==> src/rtl/fsvq_pkg.sv <==
`timescale 1ns / 1ps
package fsvq_pkg;

  // command codes carried in the input tuser
  typedef enum logic [1:0] {
    CMD_LOAD  = 2'd0,
    CMD_TRAIN = 2'd1,
    CMD_QUANT = 2'd2,
    CMD_NONE  = 2'd3
  } cmd_e;

  // configuration register indexes
  localparam logic [1:0] REG_DIMS    = 2'd0;
  localparam logic [1:0] REG_CENTERS = 2'd1;
  localparam logic [1:0] REG_LEARN   = 2'd2;

  localparam int SEL_W   = 4;
  localparam int POS_W   = 4;
  localparam int IN_W    = 16;
  localparam int CFG_W   = 16;
  localparam int LR_W    = 16;
  localparam int DIST_W  = 36;
  localparam int COUNT_W = 32;
  localparam int OUT_W   = 72;

  localparam logic [DIST_W-1:0]  DIST_MAX  = {DIST_W{1'b1}};
  localparam logic [COUNT_W-1:0] COUNT_MAX = {COUNT_W{1'b1}};

  // score unit: 16-bit digits of an 80-bit operand against a 36-bit one
  localparam int DIGIT_W = 16;
  localparam int OPA_W   = 80;
  localparam int PROD_W  = 112;
  localparam int SCORE_W = 104;

  // one classified word between front and back
  typedef struct packed {
    cmd_e                   cmd;
    logic [SEL_W-1:0]       sel;
    logic [POS_W-1:0]       pos;
    logic signed [IN_W-1:0] value;
    logic                   last;
  } item_t;

endpackage

==> src/rtl/fsvq_front.sv <==
`timescale 1ns / 1ps
module fsvq_front #(
  parameter int DIM = 16,
  parameter int DCW = $clog2(DIM + 1)
) (
  input  logic                   clk_i,
  input  logic                   rst_ni,
  input  logic                   s_axis_tvalid,
  output logic                   s_axis_tready,
  input  logic [23:0]            s_axis_tdata,  // center_select, element_position, element_value
  input  logic [1:0]             s_axis_tuser,  // command
  input  logic [DCW-1:0]         dims_eff_i,
  output logic                   q_valid_o,
  input  logic                   q_ready_i,
  output fsvq_pkg::item_t        q_item_o
);
  import fsvq_pkg::*;

  item_t      slot_q [2];
  logic       wr_q, wr_d, rd_q, rd_d;
  logic [1:0] cnt_q, cnt_d;
  logic       push, pop;
  item_t      item;

  // classify the incoming word
  always_comb begin
    item.cmd   = cmd_e'(s_axis_tuser);
    item.sel   = s_axis_tdata[3:0];
    item.pos   = s_axis_tdata[7:4];
    item.value = $signed(s_axis_tdata[23:8]);
    item.last  = (32'(item.pos) + 32'd1) == 32'(dims_eff_i);
  end

  assign s_axis_tready = (cnt_q != 2'd2);
  // unused command code is consumed and dropped here
  assign push = s_axis_tvalid && s_axis_tready && (item.cmd != CMD_NONE);
  assign pop  = q_valid_o && q_ready_i;

  assign q_valid_o = (cnt_q != 2'd0);
  assign q_item_o  = slot_q[rd_q];

  // two-entry queue pointers
  always_comb begin
    wr_d  = wr_q ^ push;
    rd_d  = rd_q ^ pop;
    cnt_d = cnt_q + 2'(push) - 2'(pop);
  end

  always_ff @(posedge clk_i or negedge rst_ni) begin
    if (!rst_ni) begin
      wr_q  <= 1'b0;
      rd_q  <= 1'b0;
      cnt_q <= 2'd0;
    end else begin
      wr_q  <= wr_d;
      rd_q  <= rd_d;
      cnt_q <= cnt_d;
    end
  end

  always_ff @(posedge clk_i) begin
    if (push) begin
      slot_q[wr_q] <= item;
    end
  end

endmodule

==> config.mk <==
export PLATFORM = sky130hd
export DESIGN_NAME = fsvq_front
export DESIGN_NICKNAME = d
export VERILOG_FILES = /design/src/rtl/fsvq_pkg.sv /design/src/rtl/fsvq_front.sv
export SDC_FILE = /design/constraint.sdc
export NUM_CORES = 1
export LEC_CHECK = 0
export ABC_AREA = 1
export BUFFER_PORTS_ARGS = -buffer_cell sky130_fd_sc_hd__buf_2
export CORE_AREA = 3 3 72 74
export CTS_BUF_LIST = sky130_fd_sc_hd__clkbuf_16
export CTS_CLUSTER_DIAMETER = 120
export DETAILED_ROUTE_END_ITERATION = 16
export DIE_AREA = 0 0 75 77
export PLACE_DENSITY_LB_ADDON = 0.3
export SYNTH_ARGS = -nofsm -noshare
export SYNTH_HDL_FRONTEND = slang
export SYNTH_SLANG_ARGS = --single-unit
==> constraint.sdc <==
create_clock -name clk_i -period 3 [get_ports clk_i]
set_input_delay 0.9 -clock clk_i [delete_from_list [all_inputs] [get_ports clk_i]]
set_output_delay 0.9 -clock clk_i [all_outputs]
set_load 0.005 [all_outputs]
==> reports/results.tsv, run 1 <==
stage	metric	value	unit
outcome	status	complete, no violations	
setup_path	CP Launch Type	register	
layout	Syn-to-layout area delta	28.7	%
layout	fraction of final layout cells with drive strength greater than 1	0.296	
routing	antenna viol nets, final	0	
die	die height	77	um
power_and_ir_drop	Comb pwr share	0.259	
synthesis	Synth Area in Adders	0.0161	
power_and_ir_drop	Reg power frac	0.409	
layout	ANT cells	0	
synthesis	Post-synth top cells	100 x nand2_1, 54 x edfxtp_1, 16 x inv_1, 5 x nor2_1	
synthesis	post-synth top area share	0.694	
sta	Finish-stage setup viols	0	
sta	Rel. slew slack	0.682	
routing	drt via density	4.61	
synthesis	Synth Area in Compound Gates	0.00750	
synthesis	EDFF count, synth	54	
die	Die Area	0.00578	sq mm
synthesis	Syn. warnings	0	
job	MaxCap Viol Count	0	
sta	RSZ-0062 raised after global routing	no	
cts	CTS tree	yes	
cts	CTS max path bufs	2	
setup_path	Arr. time, crit path	1600	ps
synthesis	dominant cells by area after synthesis	edfxtp_1 69%, nand2_1 16%, dfrtp_1 4.3%, inv_1 2.6%, ha_1 1.6%	
setup_path	CP max FO	27	
power_and_ir_drop	pwr/cell area	927	mW/mm^2
synthesis	leading area contributor after synthesis	edfxtp_1	
routing	wire length per cell	12.4	um
worst_hold_path	Hold Crit Class	input pin to async pin	
sta	Worst Tran Pin Value	476	ps
synthesis	post-synthesis mux area share	0	
routing	Post-Route WL	4130	um
place	Port Buffers	63	
sta	Total Neg Setup Slack	0	ps
synthesis	ys async rst share	0.0690	
grt	global-route wire length before repair	6560	um
setup_path	cell breakdown of the critical path	inv_2, nand2_1, nand2_1, buf_2	
setup_path	Critical R2R Capture	cnt_q[1]	
cts	CTS sink cnt	58	
synthesis	Syn Inst Count	201	
layout	multi-input logic area	520	sq um
cts	Num CTS Buffers	9	
layout	filler instances	348	
synthesis	Distinct cells, synth	17	
cts	root buf cell	clkbuf_16	
synthesis	synthesized area	0.00234	sq mm
synthesis	count leader, synth	nand2_1	
place	pre-CTS setup slack	784	ps
setup_path	reg2reg path depth	6	
setup_path	CP Data Required Time	2100	ps
synthesis	Post-Synth XOR/XNOR Area	0.0112	
die	Core Rows	25	
sta	clock skew	4.07	ps
grt	initial antenna violation count	0	
setup_path	Crit. End Element	primary output	
die	core box area	0.00466	sq mm
setup_path	Crit-path slowest cell	dfrtp_1	
synthesis	main combinational cell family by area after synthesis	simple AND/OR/NAND/NOR gates	
cts	H-tree levels	3	
cts	post-CTS setup repair buffer count	0	
routing	First DRT Iteration DRCs	98	
setup_path	Critical Setup Path Class	register to primary output	
power_and_ir_drop	Leak	1.42	nW
place	HPWL Detailed	2830	um
routing	Via Count	1539	
grt	grt ovf	0	
cts	worst skew pair latency	310	ps
cts	Post-CTS Resized	0	
die	# IOs	64	
synthesis	Seq cells post-synth	58	
synthesis	Synth Area in Simple Gates	0.187	
synthesis	sequential share of the synthesized area	0.737	
cts	# hold bufs at CTS	0	
power_and_ir_drop	P_sw	0.000797	W
routing	DRC viols	0	
setup_path	largest stage delay on the critical path	540	ps
sta	Fin. Hold Viols	0	
sta	Tcrit/Tclk final	0.833	
die	Initial Util	0.501	
sta	worst setup margin	501	ps
synthesis	Top FF cell, synth	edfxtp_1	
sta	Max Slew Vio Count	0	
synthesis	syn nets	239	
cts	clock-pin slew on the worst setup and hold paths	50	ps
layout	register area	0.00172	sq mm
layout	final layout net count	313	
setup_path	setup slack, reg-to-reg	1570	ps
sta	Tmin final	2500	ps
power_and_ir_drop	Max VDD drop	0.610	mV
power_and_ir_drop	Int Pwr	0.00199	W
grt	vias in the first global route	1473	
grt	pin count of the biggest net entering global routing	28	
place	routability cong.	0.718	
setup_path	most frequent CP cell	nand2_1	
setup_path	Reg-to-Reg Start	cnt_q[1]	
power_and_ir_drop	clock share of power	0.331	
die	Die W	75	um
synthesis	Synth Area per Inst	11.6	sq um
sta	fmax	400	MHz
power_and_ir_drop	Switching Share	0.286	
grt	Total GRT Usage	0.157	
routing	drt pass-1 iters	4	
==> routing by layer <==
layer,global-route usage,routed length (um)
met1,0.179,1700
met2,0.257,2120
met3,0.0590,265
met4,0.0694,48
met5,0,0
==> registers in the layout, indices dropped and copies added, names as in the netlist <==
name / cells
rd_q: 1
slot_q: 54
wr_q: 1
cnt_q: 2
==> final cells by class <==
cell class	instances	share of cell area
Inverter	17	0.0212
Timing Repair Buffer	68	0.117
Multi-Input combinational cell	121	0.173
Sequential cell	58	0.573
Clock inverter	7	0.0179
Tap cell	54	0.0225
Clock buffer	9	0.0749
==> worst max-delay path by stage <==
stage,start,to,slack (ps),cells past startpoint
4_1_cts,rd_q,q_item_o[9],450,4
3_5_place_dp,rd_q,q_item_o[23],780,4
2_1_floorplan,s_axis_tuser[0],slot_q[1][0],370,3
3_3_place_gp,rd_q,q_item_o[15],820,4
5_1_grt,rd_q,q_item_o[15],300,4
6_report,rd_q,q_item_o[9],500,4
==> worst max-delay path: cells and delay by family, from the launching register on <==
family,cells,cell delay (ps)
and+or+nand+nor,2,190
DFF,1,540
buffers and inverters,2,560
==> power by group through the flow <==
stage	Clock [W]	Sequential (W)	Combinational, W
after floorplan	0	0.00112	0.000454
after global placement	0	0.00115	0.000731
after detailed placement	0	0.00115	0.000745
after CTS	0.000948	0.00114	0.000744
after global routing	0.000986	0.00116	0.000828
final	0.000923	0.00114	0.000722
==> cells in the final DEF, fill, tap and decap left out, drive strengths merged <==
cell,count
nand2,100
nor2,5
xnor2,1
edfxtp,54
dfrtp,4
or2,2
xor2,2
o21ai,2
clkinv,3
buf,68
bufinv,1
ha,3
o21a,1
inv,20
nand3,5
clkbuf,9
==> per-stage QoR <==
stage	utilization	total power [W]	instance area [sq um]	instances	hold slack [ps]
final	0.645	0.00278	3010	334	386
after global routing	0.645	0.00297	3010	334	379
after CTS	0.645	0.00283	3010	334	375
after detailed placement	0.585	0.00190	2730	318	537
after global placement	0.585	0.00188	2730	318	539
after floorplan	-	0.00158	2340	201	515
==> logic make-up after synthesis <==
logic type,after synthesis
flops,58
buf+inv,22
simple gates,112
xor+xnor,3
fa+ha+maj,3
compound gates,3
Note: power is estimated with default switching activity, not from simulation.
==> run 2, diff against run 1 <==
--- a/config.mk
+++ b/config.mk
@@ -5,13 +5,13 @@
 export SDC_FILE = /design/constraint.sdc
 export NUM_CORES = 1
 export LEC_CHECK = 0
-export ABC_AREA = 1
+export ABC_AREA = 0
 export BUFFER_PORTS_ARGS = -buffer_cell sky130_fd_sc_hd__buf_2
-export CORE_AREA = 3 3 72 74
+export CORE_AREA = 3 3 76 78
 export CTS_BUF_LIST = sky130_fd_sc_hd__clkbuf_16
 export CTS_CLUSTER_DIAMETER = 120
 export DETAILED_ROUTE_END_ITERATION = 16
-export DIE_AREA = 0 0 75 77
+export DIE_AREA = 0 0 79 81
 export PLACE_DENSITY_LB_ADDON = 0.3
 export SYNTH_ARGS = -nofsm -noshare
 export SYNTH_HDL_FRONTEND = slang
==> constraint.sdc (replaced) <==
create_clock -name clk_i -period 2 [get_ports clk_i]
set_input_delay 0.6 -clock clk_i [delete_from_list [all_inputs] [get_ports clk_i]]
set_output_delay 0.6 -clock clk_i [all_outputs]
set_load 0.005 [all_outputs]
==> reports/results.tsv, run 2 <==
stage	metric	value	unit
sta	worst setup margin	26.1	ps
synthesis	post-synthesis mux area share	0.142	
die	die height	81	um
die	Core Rows	26	
sta	Tcrit/Tclk final	0.987	
synthesis	Synth Area per Inst	19.2	sq um
setup_path	CP Launch Type	register	
layout	final core utilization	0.595	
synthesis	Post-synth top cells	54 x edfxtp_1, 27 x mux2_2, 5 x xnor2_1, 4 x dfrtp_1, 4 x nand3_1	
synthesis	Seq cells post-synth	58	
synthesis	post-synth top area share	0.699	
sta	Rel. slew slack	0.847	
place	routability cong.	0.708	
layout	fraction of final layout cells with drive strength greater than 1	0.581	
sta	Tmin final	1970	ps
synthesis	Post-Synth XOR/XNOR Area	0.0361	
sta	clock skew	3.79	ps
sta	Max Slew Vio Count	0	
grt	pin count of the biggest net entering global routing	18	
cts	Num CTS Buffers	9	
routing	wire length per cell	14.5	um
die	Initial Util	0.451	
place	Port Buffers	63	
routing	wl on met1	1610	um
layout	Syn-to-layout area delta	31.8	%
grt	initial antenna violation count	0	
routing	drt via density	4.86	
setup_path	CP Data Required Time	1400	ps
layout	final layout net count	238	
synthesis	count leader, synth	edfxtp_1	
power_and_ir_drop	Max VDD drop	0.634	mV
setup_path	Crit-path slowest cell	mux2_2	
place	pre-CTS setup slack	-36.7	ps
layout	filler instances	422	
synthesis	dominant cells by area after synthesis	edfxtp_1 70%, mux2_2 13%, dfrtp_1 4.3%, xnor2_1 1.9%, ha_1 1.6%	
setup_path	largest stage delay on the critical path	370	ps
job	MaxCap Viol Count	0	
cts	root buf cell	clkbuf_16	
synthesis	Synth Area in Adders	0.0162	
cts	post-CTS setup repair buffer count	0	
cts	CTS tree	yes	
routing	wire length on met3	350	um
grt	global-route wire length before repair	6240	um
routing	drt pass-1 iters	4	
routing	First DRT Iteration DRCs	49	
synthesis	main combinational cell family by area after synthesis	multiplexers	
power_and_ir_drop	Leak	1.22	nW
setup_path	Top delay family on crit path	multiplexers	
layout	leading cell type in the layout, fill and taps excluded	buf_2	
routing	Max Used Layer	met4	
synthesis	ys async rst share	0.0690	
routing	Post-Route WL	3950	um
setup_path	CP bufs+invs	2	
routing	DRC viols	0	
layout	design area	0.00306	sq mm
layout	multi-input logic area	571	sq um
cts	CTS sink cnt	58	
layout	Top Registers	slot_q x54, cnt_q x2	
synthesis	synthesized area	0.00232	sq mm
sta	Fin. Hold Viols	0	
die	core box area	0.00514	sq mm
setup_path	Arr. time, crit path	1370	ps
place	dpl cell area	0.00278	sq mm
synthesis	EDFF count, synth	54	
synthesis	leading area contributor after synthesis	edfxtp_1	
cts	worst skew pair latency	310	ps
synthesis	sequential share of the synthesized area	0.742	
cts	clock-pin slew on the worst setup and hold paths	50	ps
place	HPWL Detailed	2800	um
synthesis	Distinct cells, synth	25	
sta	Worst Tran Pin Value	227	ps
synthesis	Syn. warnings	0	
layout	commonest non-fill, non-tap cells in the layout	63 x buf_2, 54 x edfxtp_1, 27 x mux2_2	
grt	Total GRT Usage	0.133	
synthesis	Synth Area in Simple Gates	0.0356	
layout	ANT cells	0	
worst_hold_path	Hold Crit Class	input pin to async pin	
synthesis	syn nets	159	
grt	grt ovf	0	
cts	# hold bufs at CTS	0	
cts	Post-CTS Resized	1	
sta	Finish-stage setup viols	0	
outcome	status	complete, no violations	
setup_path	Critical Setup Path Class	register to primary output	
synthesis	Syn Inst Count	121	
sta	fmax	507	MHz
die	Die W	79	um
setup_path	Crit. End Element	primary output	
routing	routed wl met2	1910	um
setup_path	CP max FO	11	
layout	max reg flops	54	
layout	Top reg by flops	slot_q	
grt	vias in the first global route	1343	
cts	H-tree levels	3	
layout	register area	0.00172	sq mm
routing	Via Count	1327	
synthesis	Synth Area in Compound Gates	0.0146	
setup_path	cell breakdown of the critical path	buf_4, mux2_2, buf_2	
sta	Total Neg Setup Slack	0	ps
die	# IOs	64	
synthesis	Top FF cell, synth	edfxtp_1	
routing	antenna viol nets, final	0	
cts	CTS max path bufs	2	
power_and_ir_drop	pwr/cell area	1380	mW/mm^2
sta	RSZ-0062 raised after global routing	yes	
die	Die Area	0.00640	sq mm
-- run 2: area by class of cell --
class	count	area share
tap	70	0.0287
multi-input combinational	57	0.187
inverter	3	0.00368
clock inverter	5	0.0160
sequential	58	0.563
timing repair buffer	71	0.128
clock buffer	9	0.0737
-- run 2: final timing paths --
check                                     start       endpoint  slack, ps  depth (start not counted)
worst max-delay path                       rd_q    q_item_o[0]         30                          3
worst min-delay path                     rst_ni       cnt_q[0]         90                          1
worst max register to register         cnt_q[0]       cnt_q[1]        210                          7
worst min register to register         cnt_q[0]       cnt_q[0]        630                          1
max in group asynchronous                rst_ni           wr_q       1790                          1
min in group clk_i              s_axis_tdata[1]  slot_q[0][22]        470                          1
-- run 2: kinds of logic (layout without fill, tap and decap cells) --
group           count (synthesis)  count (layout)
simple gates                   14              14
xor+xnor                        8               8
mux                            29              29
flops                          58              58
buf+inv                         6              88
fa+ha+maj                       3               3
compound gates                  3               3
-- run 2: stage by stage --
| step | power, W | instances | hold WS [ps] |
|---|---|---|---|
| after floorplan | 0.00238 | 121 | 304 |
| after global placement | 0.00280 | 259 | 411 |
| after detailed placement | 0.00284 | 259 | 415 |
| after CTS | 0.00426 | 273 | 78.9 |
| after global routing | 0.00442 | 273 | 88.2 |
| final | 0.00421 | 273 | 87.5 |
-- run 2: metal layers --
layer | track usage | vias up
met4 | 0.0670 | 0
met5 | 0 | -
met2 | 0.206 | 62
li1 | - | 624
met1 | 0.156 | 633
met3 | 0.0643 | 8
-- run 2: report_power, final --
part	total, W	internal, W	switching [W]
combinational	0.00113	0.000615	0.000516
sequential	0.00169	0.00160	0.0000823
clock	0.00139	0.000933	0.000461
